--- config.mk ---
export PLATFORM = sky130hd
export DESIGN_NAME = config_text_tokenizer
export DESIGN_NICKNAME = d
export VERILOG_FILES = /design/src/hdl/ctt_pkg.sv /design/src/hdl/ctt_lexer.sv /design/src/hdl/ctt_result_buf.sv /design/src/hdl/config_text_tokenizer.sv
export SDC_FILE = /design/constraint.sdc
export NUM_CORES = 1
export LEC_CHECK = 0
export BUFFER_PORTS_ARGS = -buffer_cell sky130_fd_sc_hd__buf_2
export CORE_MARGIN = 1
export CORE_UTILIZATION = 26
export CTS_CLUSTER_SIZE = 28
export DETAILED_ROUTE_END_ITERATION = 10
export SETUP_SLACK_MARGIN = 0.2
export SLEW_MARGIN = 20
export SYNTH_ARGS = -nofsm -noshare
export SYNTH_HDL_FRONTEND = slang
export SYNTH_SLANG_ARGS = --single-unit
--- constraint.sdc ---
create_clock -name clk -period 5.3 [get_ports clk]
set_input_delay 0.53 -clock clk [delete_from_list [all_inputs] [get_ports clk]]
set_output_delay 0.53 -clock clk [all_outputs]
set_load 0.02 [all_outputs]
--- src/hdl/ctt_pkg.sv ---
// ----------------------------------------------------------------------------
// ctt_pkg
// Shared types, character codes and scan-step functions of the
// configuration text tokenizer.
// ----------------------------------------------------------------------------
package ctt_pkg;

  localparam int LINE_BITS_DEF = 16;
  localparam int OUT_LINE_W    = 16;
  localparam int MAX_RES       = 3;

  typedef enum logic [2:0] {
    MODE_IDLE,
    MODE_PLAIN,
    MODE_DQ,
    MODE_SQ,
    MODE_NEEDSP,
    MODE_COMMENT
  } mode_t;

  typedef enum logic [2:0] {
    KIND_BYTE,
    KIND_TOKEN_END,
    KIND_STMT_END,
    KIND_BLOCK_START,
    KIND_BLOCK_END,
    KIND_ERROR,
    KIND_INPUT_END
  } kind_t;

  localparam logic [7:0] CH_TAB    = 8'h09;
  localparam logic [7:0] CH_LF     = 8'h0A;
  localparam logic [7:0] CH_CR     = 8'h0D;
  localparam logic [7:0] CH_SPACE  = " ";
  localparam logic [7:0] CH_DQUOTE = "\"";
  localparam logic [7:0] CH_SQUOTE = "'";
  localparam logic [7:0] CH_BSLASH = "\\";
  localparam logic [7:0] CH_HASH   = "#";
  localparam logic [7:0] CH_DOLLAR = "$";
  localparam logic [7:0] CH_SEMI   = ";";
  localparam logic [7:0] CH_LBRACE = "{";
  localparam logic [7:0] CH_RBRACE = "}";
  localparam logic [7:0] CH_T      = "t";
  localparam logic [7:0] CH_R      = "r";
  localparam logic [7:0] CH_N      = "n";
  localparam logic [7:0] NO_BYTE   = 8'h00;

  typedef struct packed {
    mode_t mode;
    logic  skip_next;
    logic  after_dollar;
    logic  pending_backslash;
  } scan_t;

  localparam scan_t SCAN_RESET = '{MODE_IDLE, 1'b0, 1'b0, 1'b0};

  typedef struct packed {
    logic [1:0]                count;
    logic [MAX_RES-1:0][2:0]   kind;
    logic [MAX_RES-1:0][7:0]   data;
  } res_t;

  typedef struct packed {
    scan_t scan;
    res_t  res;
  } step_t;

  function automatic logic is_space(logic [7:0] c);
    return (c == CH_SPACE) || (c == CH_TAB) || (c == CH_CR) || (c == CH_LF);
  endfunction

  function automatic step_t put(step_t st, kind_t k, logic [7:0] b);
    step_t r;
    r = st;
    if (r.res.count != 2'(MAX_RES)) begin
      r.res.kind[r.res.count] = k;
      r.res.data[r.res.count] = b;
      r.res.count             = r.res.count + 2'd1;
    end
    return r;
  endfunction

  // escape decoding of raw token text
  function automatic step_t raw_byte(step_t st, logic [7:0] c);
    step_t r;
    logic  done;
    r    = st;
    done = 1'b0;
    if (r.scan.pending_backslash) begin
      r.scan.pending_backslash = 1'b0;
      done = 1'b1;
      if ((c == CH_DQUOTE) || (c == CH_SQUOTE) || (c == CH_BSLASH)) begin
        r = put(r, KIND_BYTE, c);
      end else if (c == CH_T) begin
        r = put(r, KIND_BYTE, CH_TAB);
      end else if (c == CH_R) begin
        r = put(r, KIND_BYTE, CH_CR);
      end else if (c == CH_N) begin
        r = put(r, KIND_BYTE, CH_LF);
      end else begin
        r = put(r, KIND_BYTE, CH_BSLASH);
        done = 1'b0;
      end
    end
    if (!done) begin
      if (c == CH_BSLASH) begin
        r.scan.pending_backslash = 1'b1;
      end else begin
        r = put(r, KIND_BYTE, c);
      end
    end
    return r;
  endfunction

  function automatic step_t token_end(step_t st);
    step_t r;
    r = st;
    if (r.scan.pending_backslash) begin
      r.scan.pending_backslash = 1'b0;
      r = put(r, KIND_BYTE, CH_BSLASH);
    end
    r = put(r, KIND_TOKEN_END, NO_BYTE);
    r.scan.skip_next    = 1'b0;
    r.scan.after_dollar = 1'b0;
    return r;
  endfunction

  function automatic step_t in_token(step_t st, logic [7:0] c);
    step_t      r;
    logic [7:0] q;
    r = st;
    q = (r.scan.mode == MODE_DQ) ? CH_DQUOTE : CH_SQUOTE;
    if (r.scan.skip_next) begin
      r.scan.skip_next = 1'b0;
      r = raw_byte(r, c);
    end else if ((c == CH_LBRACE) && r.scan.after_dollar) begin
      r = raw_byte(r, c);
    end else begin
      r.scan.after_dollar = 1'b0;
      if (c == CH_BSLASH) begin
        r = raw_byte(r, c);
        r.scan.skip_next = 1'b1;
      end else if (c == CH_DOLLAR) begin
        r = raw_byte(r, c);
        r.scan.after_dollar = 1'b1;
      end else if ((r.scan.mode == MODE_DQ) || (r.scan.mode == MODE_SQ)) begin
        if (c == q) begin
          r = token_end(r);
          r.scan.mode = MODE_NEEDSP;
        end else begin
          r = raw_byte(r, c);
        end
      end else if (is_space(c)) begin
        r = token_end(r);
        r.scan.mode = MODE_IDLE;
      end else if (c == CH_SEMI) begin
        r = token_end(r);
        r = put(r, KIND_STMT_END, NO_BYTE);
        r.scan.mode = MODE_IDLE;
      end else if (c == CH_LBRACE) begin
        r = token_end(r);
        r = put(r, KIND_BLOCK_START, NO_BYTE);
        r.scan.mode = MODE_IDLE;
      end else begin
        r = raw_byte(r, c);
      end
    end
    return r;
  endfunction

  function automatic step_t between_tokens(step_t st, logic [7:0] c);
    step_t r;
    r = st;
    if (!is_space(c)) begin
      r.scan.skip_next         = 1'b0;
      r.scan.after_dollar      = 1'b0;
      r.scan.pending_backslash = 1'b0;
      case (c)
        CH_SEMI:   r = put(r, KIND_STMT_END, NO_BYTE);
        CH_LBRACE: r = put(r, KIND_BLOCK_START, NO_BYTE);
        CH_RBRACE: r = put(r, KIND_BLOCK_END, NO_BYTE);
        CH_HASH:   r.scan.mode = MODE_COMMENT;
        CH_BSLASH: begin
          r.scan.mode      = MODE_PLAIN;
          r.scan.skip_next = 1'b1;
        end
        CH_DQUOTE: r.scan.mode = MODE_DQ;
        CH_SQUOTE: r.scan.mode = MODE_SQ;
        CH_DOLLAR: begin
          r.scan.mode = MODE_PLAIN;
          r = raw_byte(r, c);
          r.scan.after_dollar = 1'b1;
        end
        default: begin
          r.scan.mode = MODE_PLAIN;
          r = raw_byte(r, c);
        end
      endcase
    end
    return r;
  endfunction

endpackage

--- src/hdl/ctt_lexer.sv ---
// ----------------------------------------------------------------------------
// ctt_lexer
// Scan state and line counter, with the combinational step that turns one
// text byte into up to three results.
// ----------------------------------------------------------------------------
module ctt_lexer #(
  parameter int LINE_BITS = ctt_pkg::LINE_BITS_DEF
) (
  input  logic                              clk,
  input  logic                              rst,
  input  logic                              accept,
  input  logic [7:0]                        char_in,
  input  logic                              end_of_input,
  output ctt_pkg::res_t                     res,
  output logic [ctt_pkg::OUT_LINE_W-1:0]    line_number
);

  ctt_pkg::scan_t         scan;
  ctt_pkg::step_t         step;
  logic [LINE_BITS-1:0]   line_count;
  logic [LINE_BITS-1:0]   line_count_next;

  always_comb begin
    step.scan = scan;
    step.res  = '0;
    if (end_of_input) begin
      step.scan = ctt_pkg::SCAN_RESET;
      step = ctt_pkg::put(step, ctt_pkg::KIND_INPUT_END, ctt_pkg::NO_BYTE);
    end else begin
      case (scan.mode)
        ctt_pkg::MODE_COMMENT: begin
          if (char_in == ctt_pkg::CH_LF) step.scan.mode = ctt_pkg::MODE_IDLE;
        end
        ctt_pkg::MODE_NEEDSP: begin
          step.scan.mode = ctt_pkg::MODE_IDLE;
          if (ctt_pkg::is_space(char_in)) begin
            step = step;
          end else if (char_in == ctt_pkg::CH_SEMI) begin
            step = ctt_pkg::put(step, ctt_pkg::KIND_STMT_END, ctt_pkg::NO_BYTE);
          end else if (char_in == ctt_pkg::CH_LBRACE) begin
            step = ctt_pkg::put(step, ctt_pkg::KIND_BLOCK_START, ctt_pkg::NO_BYTE);
          end else begin
            step = ctt_pkg::put(step, ctt_pkg::KIND_ERROR, ctt_pkg::NO_BYTE);
          end
        end
        ctt_pkg::MODE_PLAIN, ctt_pkg::MODE_DQ, ctt_pkg::MODE_SQ: begin
          step = ctt_pkg::in_token(step, char_in);
        end
        default: begin
          step.scan.mode = ctt_pkg::MODE_IDLE;
          step = ctt_pkg::between_tokens(step, char_in);
        end
      endcase
    end
  end

  // saturating line feed count
  always_comb begin
    line_count_next = line_count;
    if (!end_of_input && (char_in == ctt_pkg::CH_LF) && (line_count != '1)) begin
      line_count_next = line_count + LINE_BITS'(1);
    end
  end

  always_ff @(posedge clk) begin
    if (rst) begin
      scan       <= ctt_pkg::SCAN_RESET;
      line_count <= LINE_BITS'(1);
    end else if (accept) begin
      scan       <= step.scan;
      line_count <= line_count_next;
    end
  end

  assign res         = step.res;
  assign line_number = ctt_pkg::OUT_LINE_W'(line_count_next);

endmodule

--- src/hdl/ctt_result_buf.sv ---
// ----------------------------------------------------------------------------
// ctt_result_buf
// Output register holding the results of one byte and handing them out
// one transfer at a time.
// ----------------------------------------------------------------------------
module ctt_result_buf (
  input  logic                              clk,
  input  logic                              rst,
  input  logic                              load,
  input  ctt_pkg::res_t                     res,
  input  logic [ctt_pkg::OUT_LINE_W-1:0]    line_in,
  output logic                              can_load,
  output logic                              out_valid,
  input  logic                              out_ready,
  output logic [2:0]                        kind,
  output logic [7:0]                        byte_out,
  output logic [ctt_pkg::OUT_LINE_W-1:0]    line_number,
  output logic                              last
);

  logic [1:0]                            count;
  logic [ctt_pkg::MAX_RES-1:0][2:0]      kinds;
  logic [ctt_pkg::MAX_RES-1:0][7:0]      datas;
  logic [ctt_pkg::OUT_LINE_W-1:0]        line;
  logic                                  pop;

  assign pop      = (count != 2'd0) && out_ready;
  assign can_load = (count == 2'd0) || ((count == 2'd1) && out_ready);

  always_ff @(posedge clk) begin
    if (rst) begin
      count <= 2'd0;
    end else if (load) begin
      count <= res.count;
    end else if (pop) begin
      count <= count - 2'd1;
    end
  end

  always_ff @(posedge clk) begin
    if (load) begin
      kinds <= res.kind;
      datas <= res.data;
      line  <= line_in;
    end else if (pop) begin
      for (int i = 0; i < ctt_pkg::MAX_RES - 1; i++) begin
        kinds[i] <= kinds[i+1];
        datas[i] <= datas[i+1];
      end
    end
  end

  assign out_valid   = (count != 2'd0);
  assign last        = (count == 2'd1);
  assign kind        = kinds[0];
  assign byte_out    = datas[0];
  assign line_number = line;

endmodule

--- src/hdl/config_text_tokenizer.sv ---
// ----------------------------------------------------------------------------
// config_text_tokenizer
// Streaming lexer for brace-structured configuration text.
// ----------------------------------------------------------------------------
// One text byte is taken per cycle unless the input is stalled, and scanned in the same
// cycle; its results (none to three) appear from the output register in the next cycle,
// one per transfer. A byte that gives more than one result keeps the input stalled while
// the output register drains to its last result, so the input runs at one byte per cycle
// as long as each byte gives at most one result and the output keeps up.
// ----------------------------------------------------------------------------
module config_text_tokenizer #(
  parameter int LINE_BITS = ctt_pkg::LINE_BITS_DEF
) (
  input  logic        clk,
  input  logic        rst,
  input  logic        s_tvalid,
  output logic        s_tready,
  input  logic [7:0]  s_tdata,   // char_in
  input  logic [0:0]  s_tuser,   // end_of_input
  output logic        m_tvalid,
  input  logic        m_tready,
  output logic [31:0] m_tdata,   // kind[2:0], byte_out[10:3], line_number[26:11]
  output logic        m_tlast
);

  ctt_pkg::res_t                    res;
  logic [ctt_pkg::OUT_LINE_W-1:0]   line_step;
  logic [ctt_pkg::OUT_LINE_W-1:0]   line_out;
  logic [2:0]                       kind;
  logic [7:0]                       byte_out;
  logic                             accept;

  assign accept = s_tvalid && s_tready;

  ctt_lexer #(
    .LINE_BITS (LINE_BITS)
  ) u_lexer (
    .clk          (clk),
    .rst          (rst),
    .accept       (accept),
    .char_in      (s_tdata),
    .end_of_input (s_tuser[0]),
    .res          (res),
    .line_number  (line_step)
  );

  ctt_result_buf u_result_buf (
    .clk         (clk),
    .rst         (rst),
    .load        (accept),
    .res         (res),
    .line_in     (line_step),
    .can_load    (s_tready),
    .out_valid   (m_tvalid),
    .out_ready   (m_tready),
    .kind        (kind),
    .byte_out    (byte_out),
    .line_number (line_out),
    .last        (m_tlast)
  );

  assign m_tdata = {5'b0, line_out, byte_out, kind};

endmodule

==> results of run 1 <==
==> area by class of cell <==
type,instances,area (µm²)
Sequential cell,63,1650
Tap cell,184,230
Inverter,11,41.3
Multi-Input combinational cell,325,1990
Fill cell,1503,10200
Clock inverter,4,27.5
Timing Repair Buffer,45,233
Clock buffer,12,256
==> cells by family after synthesis <==
logic type,Yosys count,synth area share
xor+xnor,26,0.0585
simple gates,191,0.256
fa+ha+maj,5,0.0161
other cells,1,0.000963
mux,3,0.00835
flops,63,0.424
buf+inv,51,0.0678
compound gates,95,0.169
==> metrics by stage <==
stage / area (µm²) / std cells / hold slack, ns / setup WS [ns] / utilization
CTS: 4430 / 644 / 0.488 / 2.30 / 0.304
finish: 4430 / 644 / 0.487 / 2.29 / 0.304
global route: 4430 / 644 / 0.540 / 2.05 / 0.304
global placement: 4150 / 628 / 0.478 / 2.11 / 0.284
floorplan: 3910 / 439 / 0.453 / 2.44 / -
detailed placement: 4150 / 628 / 0.481 / 2.02 / 0.284
==> report_power, final <==
group,internal (µW),total (µW),switching [µW]
logic,70.1,238,168
registers,578,591,12.8
clock network,343,561,218
==> per-layer routing <==
layer,part of all wire,vias up
li1,-,1619
met1,0.45,1598
met2,0.46,161
met3,0.063,22
met4,0.026,0
met5,0,-
==> worst min path at each step <==
stage / slack (ns) / to / from
after global placement: 0.48 / u_lexer.line_count[1] / u_lexer.line_count[1]
after detailed placement: 0.48 / u_lexer.line_count[1] / u_lexer.line_count[1]
after floorplan: 0.45 / u_lexer.line_count[1] / u_lexer.line_count[1]
after CTS: 0.49 / u_lexer.line_count[1] / u_lexer.line_count[1]
after global routing: 0.54 / u_lexer.line_count[1] / u_lexer.line_count[1]
final: 0.49 / u_lexer.line_count[1] / u_lexer.line_count[1]
==> cells in the mapped netlist, types with 8 or more instances <==
| library cell | instances | area share |
|---|---|---|
| sky130_fd_sc_hd__nand3_1 | 10 | 0.013 |
| sky130_fd_sc_hd__o21ai_0 | 16 | 0.021 |
| sky130_fd_sc_hd__xnor2_1 | 13 | 0.029 |
| sky130_fd_sc_hd__clkbuf_1 | 20 | 0.019 |
| sky130_fd_sc_hd__buf_4 | 17 | 0.033 |
| sky130_fd_sc_hd__nor3_1 | 16 | 0.021 |
| sky130_fd_sc_hd__nor2b_1 | 8 | 0.013 |
| sky130_fd_sc_hd__nand2b_1 | 10 | 0.016 |
| sky130_fd_sc_hd__xor2_1 | 13 | 0.029 |
| sky130_fd_sc_hd__inv_1 | 10 | 0.0096 |
| sky130_fd_sc_hd__nor4_1 | 10 | 0.016 |
| sky130_fd_sc_hd__edfxtp_1 | 39 | 0.30 |
| sky130_fd_sc_hd__nand2_1 | 39 | 0.038 |
| sky130_fd_sc_hd__a21oi_1 | 24 | 0.031 |
| sky130_fd_sc_hd__dfxtp_1 | 24 | 0.12 |
| sky130_fd_sc_hd__nand4_1 | 9 | 0.014 |
| sky130_fd_sc_hd__nor2_1 | 47 | 0.045 |
==> tightest hold or removal path: stages, from the launching register on <==
cell and delay, ns:
sky130_fd_sc_hd__dfxtp_1 0.33, sky130_fd_sc_hd__nand2_1 0.06, sky130_fd_sc_hd__a21oi_1 0.05
==> state kept, by name, summed over array words and instances, names as in the netlist <==
register / cells
u_result_buf.line_number: 16
u_lexer.scan: 6
u_result_buf.kind: 3
u_lexer.line_count: 16
u_result_buf.byte_out: 8
u_result_buf.datas: 8
u_result_buf.count: 2
u_result_buf.kinds: 4
==> results.txt, run 1 <==
- Post-CTS setup buffers: 0
- Counting both buffers and inverters, the worst setup path holds a total of 1.
- Leaving out fill and tap cells, the most frequent cell in the layout is sky130_fd_sc_hd__nor2_1.
* Critical path cell sequence: buf_2 -> nor3_1 -> nand4_1 -> a21oi_1 -> nand4_1 -> nor4_1 -> xnor2_1 -> nor2_1
- Detailed-router iteration count before antenna repair: 8
- Weighted congestion reported at the end of routability-driven placement: 0.931
- TritonCTS clock tree: yes
- Synthesis inferred 63 register bits.
- Maximum number of pins on one net before global-route repair: 28
* Horizontal die dimension: 124 µm
- Insertion delay of the later-clocked pin in the worst-skew pair: 0.33 ns
- The clock drives 63 sinks.
- Core Box Area: 0.0146 mm²
- Clock-pin transition on the worst setup and hold timing paths: 0.05 ns
* Global-route wire length before repair: 16600 µm
* Number of global-route vias before repair: 3170
- Wirelength, routed: 10500 µm
- Number of failing setup endpoints in the final timing report: 0
- Max transition margin: 0.449
- For this design the top-level I/O count stands at 48.
- After clock tree synthesis, the flow added hold-fix buffers numbering 0.
- Peak supply drop: 0.000122 V
- Setup total negative slack on the finished layout was measured at 0 ns.
- Counting instances, the worst hold path has a depth of 2.
- Number of input and output port buffers inserted: 42
- At the pin with the least slew margin, the transition time is 0.820 ns.
- Deepest clock path buffer count: 2
* Ys Warns: 0
* Outcome: finished, violations left
- The repair_antennas step left the layout with diodes totalling 0.
* Global-route total usage across every layer: 0.134
- The number of cells on the worst reg-to-reg path is 11.
* Kind of cell adding the most delay to the critical path: simple AND/OR/NAND/NOR gates
- Fraction of final layout cells sized beyond drive strength 1: 0.157
* Cell with the largest stage delay on the worst path: sky130_fd_sc_hd__a21oi_1
- After detailed routing, the average wire length per cell comes to 16.3 µm.
- At the end of the flow, the number of nets in the layout was 473.
- The most critical setup path has its endpoint at u_lexer.line_count[10].
- The number of gates resized after CTS was 0.
- The endpoint identified for the worst register-to-register timing path is u_result_buf.byte_out[4].
- Proportion of synthesized chip area in sequential cells: 0.424
- Initial antenna violation count: 0
- After technology mapping, the gate count stands at 435.
* Arrival time reported for the critical path endpoint: 3.21 ns
- Counting flops with a built-in enable in the synthesized netlist gives 39.
- Slew Limit Fails: 0
- At the worst endpoint, the required time is 5.50 ns.
- For this run, the slowest stage of the critical path takes 0.62 ns.
* RSZ-0062 raised after global routing: false
- Worst-case register-to-register setup slack: 2.30 ns
- The worst register-to-register path begins at u_result_buf.count[0].
* Average instance area after synthesis: 8.95 µm²
- The worst path in the final design needs a cycle of 3.01 ns, including I/O delays and setup.
* Initial cell density of the core: 0.267
- The min-delay analysis places its worst path in the category reg2reg.
- First-iteration detailed-routing DRC count: 324
- Maximum fanout along the worst path: 11
- Between clock sinks in the finished design, the worst skew comes to 0.00818 ns.
* Inserted Clock Buffers: 9
- Most used cells in the layout excluding fill and tap cells: sky130_fd_sc_hd__nor2_1 (47), sky130_fd_sc_hd__buf_2 (42), sky130_fd_sc_hd__nand2_1 (39), sky130_fd_sc_hd__edfxtp_1 (39)
- Max H-tree Level: 3
- Post-detailed-route via-to-cell ratio: 5.28
* F_max: 0.332 GHz
- Die area: 0.0155 mm²
- Power spread over the standard cell area amounts to 314 mW/mm².
* Total design power: 1390 µW
* Std-Cell Rows: 44
- After detailed routing, the number of remaining DRC violations is 1.
* Critical Path Stages: 8
- Once detail routing completed, the nets flagged for antenna violations numbered 0.
* Cell repeated most along the worst path: sky130_fd_sc_hd__nand4_1
- Synth async-reset ratio: 0
- Final number of hold-violating endpoints: 0
- The cell area that synthesis handed to floorplanning was 0.00389 mm².
* Most used flip-flop cell after synthesis: sky130_fd_sc_hd__edfxtp_1
- Across the run, the number of max-cap violations was 0.
- Library cell used as clock root buffer: sky130_fd_sc_hd__clkbuf_16
- The analysis attributes to cell leakage a power of 0.00160 µW.
* Remaining global-route overflow: 0
- For this run, global-route usage on met2 was measured as 0.210.
- Most heavily used metal layer in global routing: met2
* Floorplan die height: 124 µm
- Met3 Track Usage GR: 0.0284
* Period Utilization, post-route: 0.569
* Crit path kind: in2reg
- STA classifies the critical path startpoint as an input port.
* Met1 usage in global routing: 0.172
- Violated checks: design-rule violations
- The routed layout has 3400 vias.
- Detailed-placement wirelength estimate: 7510 µm
* Start point of the critical path: s_tdata[6]
* Unique masters post-synth: 70
* P&R area growth vs syn: 13.8%
- The worst setup path is captured at a flip-flop.
Power figures use the tool's default switching activity.
==> run 2: changes to the inputs <==
- ABC_AREA: not set -> 1
- clock period: 5.3 -> 2.5 ns (I/O delays scaled with it)
==> results.txt, run 2 <==
- I/O Pins: 48 (unchanged)
- Start point of the critical path: u_result_buf.count[0] (was s_tdata[6])
- Slew Limit Fails: 0 (unchanged)
- The area share of fa/ha/maj cells after synthesis is 0.0154 (was 0.0161).
- Inserted Diodes: 0 (unchanged)
- Initial cell density of the core: 0.267 (about the same)
- The worst hold-check path type is in2reg (was reg2reg).
* Post-place setup slack: 0.174 ns (was 2.02 ns)
- The register-to-register setup slack came to 0.42 ns (was 2.30 ns).
* Most used flip-flop cell after synthesis: sky130_fd_sc_hd__edfxtp_1 (unchanged)
- Maximum fanout along the worst path: 40 (was 11)
* Library cell used as clock root buffer: sky130_fd_sc_hd__clkbuf_16 (unchanged)
- Most used cells in the layout excluding fill and tap cells: sky130_fd_sc_hd__nand2_1 (113), sky130_fd_sc_hd__inv_1 (69), sky130_fd_sc_hd__nor2_1 (60) (was sky130_fd_sc_hd__nor2_1 (47), sky130_fd_sc_hd__buf_2 (42), sky130_fd_sc_hd__nand2_1 (39), sky130_fd_sc_hd__edfxtp_1 (39)).
* Arrival time reported for the critical path endpoint: 2.31 ns (was 3.21 ns)
- The type of element launching the critical path is a flip-flop (was input port).
- The quantity of hold-fixing buffers added after cts is 0 (unchanged).
- The placer congestion estimate is 0.939 (was 0.931).
- The proportion of netlist area held by the largest area contributor came to 0.288 (was 0.301).
- The launch instance of the worst register-to-register path is u_result_buf.count[0] (unchanged).
* Std-Cell Rows: 45 (was 44)
* Number of flops mapped to enable cells by yosys: 39 (unchanged)
* Mux cell area share after synthesis: 0 (was 0.00835)
* First-iteration detailed-routing DRC count: 245 (was 324)
- The total via count in the routed design is 3718 (was 3400).
- Number of failing setup endpoints in the final timing report: 0 (unchanged)
- The most common cell in the netlist is sky130_fd_sc_hd__nand2_1 (was sky130_fd_sc_hd__nor2_1).
- The setup TNS is 0 ns (unchanged).
- Number of global-route vias before repair: 3546 (was 3170)
* Area share of and/or/nand/nor cells after synthesis: 0.297 (was 0.256)
* Average detailed-routed wire length per instance: 14.2 µm (was 16.3 µm)
- Maximum number of pins on one net before global-route repair: 41 (was 28)
- Outcome: complete, no violations (was finished, violations left)
* Residual DRC: 0 (was 1)
- The area of all placed cells without fillers came to 0.00480 mm² (was 0.00443 mm²).
- The die outline area is 0.0161 mm² (was 0.0155 mm²).
* RR Endpoint: u_lexer.line_count[4] (was u_result_buf.byte_out[4])
- The number of hold-slack violations in the final timing report was 0 (unchanged).
- Max H-tree Level: 3 (unchanged)
* Post-detailed-route via-to-cell ratio: 4.72 (was 5.28)
- The number of setup buffers added after CTS is 0 (unchanged).
- Core Box Area: 0.0152 mm² (was 0.0146 mm²)
* Unique masters post-synth: 45 (was 70)
- Initial antenna violation count: 0 (unchanged)
- The number of maximum-capacitance violations was 0 (unchanged).
* Final ANT Viol Nets: 0 (unchanged)
- The flop and latch count out of synthesis was 63 (unchanged).
- The total power divided by cell area is 870 mW/mm² (was 314 mW/mm²).
- CTS sink count: 63 (unchanged)
- Synth Instances: 542 (was 435)
* Deepest clock path buffer count: 2 (unchanged)
- Count of filler cells inserted in the layout: 1648 (was 1503)
* Horizontal die dimension: 127 µm (was 124 µm)
- P&R area growth vs syn: 18.1% (was 13.8%)
* Commonest non-fill, non-tap cell in the layout: sky130_fd_sc_hd__nand2_1 (was sky130_fd_sc_hd__nor2_1)
- The overall global routing resource usage came to 0.145 (was 0.134).
- The fraction of registers with async set or reset after synthesis came to 0 (unchanged).
- Final clock skew: 0.0112 ns (was 0.00818 ns)
* Min cycle time layout: 2.08 ns
- The CTS tree was yes (unchanged).
* F_max: 0.481 GHz
- Wirelength, routed: 11200 µm (was 10500 µm)
- Library cell occupying the most area in the post-synthesis netlist: sky130_fd_sc_hd__edfxtp_1 (unchanged)
- Top cell types by occurrence after synthesis: sky130_fd_sc_hd__nand2_1 (113), sky130_fd_sc_hd__inv_1 (69), sky130_fd_sc_hd__nor2_1 (60), sky130_fd_sc_hd__edfxtp_1 (39), sky130_fd_sc_hd__o21ai_0 (37) (was sky130_fd_sc_hd__nor2_1 (47), sky130_fd_sc_hd__edfxtp_1 (39), sky130_fd_sc_hd__nand2_1 (39), sky130_fd_sc_hd__a21oi_1 (24), sky130_fd_sc_hd__dfxtp_1 (24)).
- Proportion of synthesized chip area in sequential cells: 0.407 (was 0.424)
- RSZ-0062 raised after global routing: true (was false)
- The area fraction in compound gates after synthesis is 0.130 (was 0.169).
* Clock-pin transition on the worst setup and hold timing paths: 0.06 ns (was 0.05 ns)
* Cell types with the largest area share after synthesis: sky130_fd_sc_hd__edfxtp_1 (29%), sky130_fd_sc_hd__dfxtp_1 (12%), sky130_fd_sc_hd__nand2_1 (10%), sky130_fd_sc_hd__inv_1 (6.4%), sky130_fd_sc_hd__nor2_1 (5.5%) (was sky130_fd_sc_hd__edfxtp_1 (30%), sky130_fd_sc_hd__dfxtp_1 (12%), sky130_fd_sc_hd__nor2_1 (4.5%), sky130_fd_sc_hd__nand2_1 (3.8%), sky130_fd_sc_hd__buf_4 (3.3%))
* Worst reg2reg path depth: 12 (was 11)
* Net count, final: 612 (was 473)
- The detailed-routing iteration count for the pre-antenna-repair pass came to 5 (was 8).
- The worst IR drop on VDD is 0.000326 V (was 0.000122 V).
- The placed cell area was 0.00452 mm² (was 0.00415 mm²).
* Period Utilization, post-route: 0.831
* Number of input and output port buffers inserted: 42 (unchanged)
* Fraction of final layout cells sized beyond drive strength 1: 0.210 (was 0.157)
- Floorplan die height: 127 µm (was 124 µm)
- The total congestion overflow after global routing is 0 (unchanged).
- Resized cells post-CTS: 0 (unchanged)
- The mean instance size in the synthesized netlist was 7.49 µm² (was 8.95 µm²).
- The number of buffers created by CTS was 9 (unchanged).
- The later-pin clock latency in the skew report is 0.33 ns (about the same).
- Min setup slack post-route: 0.422 ns (was 2.29 ns)
* Ys Warns: 0 (unchanged)
- Xor-xnor portion of the synthesized cell area: 0.0320 (was 0.0585)
* Required arrival time at the worst endpoint: 2.73 ns (was 5.50 ns)
- The first-pass GRT wire length came to 18200 µm (was 16600 µm).
* Cell Area, Synth: 0.00406 mm² (was 0.00389 mm²)
- Detailed-placement wirelength estimate: 8510 µm (was 7510 µm)
- The kind of capture point of the worst setup path was a flip-flop (unchanged).
* Critical path endpoint: u_lexer.line_count[4] (was u_lexer.line_count[10])
* Worst hold slack: 0.320 ns (was 0.487 ns)
- The main combinational cell family by area after synthesis was simple AND/OR/NAND/NOR gates (unchanged).
- The category of the critical setup timing path was reg2reg (was in2reg).
- Worst hold path startpoint: s_tdata[6] (was u_lexer.line_count[1])
- The static leakage power was 0.00220 µW (was 0.00160 µW).
[run 2: metal layers]
| metal | part of all wire | routed length (µm) | vias up | GRT usage |
|---|---|---|---|---|
| met5 | 0 | 0 | - | 0 |
| met4 | 0.041 | 457 | 0 | 0.0938 |
| met2 | 0.43 | 4820 | 150 | 0.216 |
| met3 | 0.075 | 840 | 33 | 0.0276 |
| met1 | 0.45 | 5100 | 1676 | 0.194 |
| li1 | - | - | 1859 | - |
[run 2: how the worst min path moves through the flow]
| stage | endpoint | slack [ns] | cells past startpoint |
|---|---|---|---|
| 5_1_grt | u_result_buf.datas[14] | 0.35 | 3 |
| 6_report | u_result_buf.datas[14] | 0.32 | 3 |
| 4_1_cts | u_result_buf.datas[14] | 0.31 | 3 |
| 3_3_place_gp | u_result_buf.count[1] | 0.46 | 2 |
| 3_5_place_dp | u_result_buf.count[1] | 0.48 | 2 |
| 2_1_floorplan | u_lexer.line_count[1] | 0.41 | 3 |
[run 2: layout make-up]
cell class / count / area, µm² / share of cell area
Clock inverter: 7 / 48.8 / 0.0102
Inverter: 84 / 317 / 0.0660
Clock buffer: 9 / 225 / 0.0469
Tap cell: 188 / 235 / 0.0490
Sequential cell: 63 / 1650 / 0.344
Multi-Input combinational cell: 373 / 1950 / 0.406
Timing Repair Buffer: 63 / 372 / 0.0775
[run 2: report_power, final]
| group | total [µW] | switching, µW | internal, µW |
|---|---|---|---|
| Clock | 1160 | 489 | 672 |
| Sequential | 1600 | 119 | 1480 |
| Combinational | 1420 | 970 | 448 |
[run 2: worst max-delay path, stage by stage (launching register included)]
cell                      delay, ns
sky130_fd_sc_hd__dfxtp_1       0.36
sky130_fd_sc_hd__inv_1         0.06
sky130_fd_sc_hd__ha_1          0.22
sky130_fd_sc_hd__inv_2         0.07
sky130_fd_sc_hd__nand2_1       0.09
sky130_fd_sc_hd__nand2_1       0.13
sky130_fd_sc_hd__buf_6         0.30
sky130_fd_sc_hd__inv_1         0.22
sky130_fd_sc_hd__buf_4         0.25
sky130_fd_sc_hd__nor2_1        0.10
sky130_fd_sc_hd__nor2_1        0.04
sky130_fd_sc_hd__o21ai_0       0.09
sky130_fd_sc_hd__inv_1         0.05
[run 2: cell families (layout without fill, tap and decap cells)]
group                      after synthesis  after routing
xor gates and xnor gates                14             14
adders and majority gates                5              5
AOI/OAI and AO/OA                       94             94
buffers and inverters                  110            163
and+or+nand+nor                        255            255
other                                    1              5
DFF                                     63             63
[run 2: stage by stage]
stage	std cells	utilization	total power, µW
2_1_floorplan	546	-	2650
3_3_place_gp	771	0.297	3030
3_5_place_dp	771	0.297	3030
4_1_cts	787	0.315	4200
5_1_grt	787	0.316	4420
6_report	787	0.316	4170
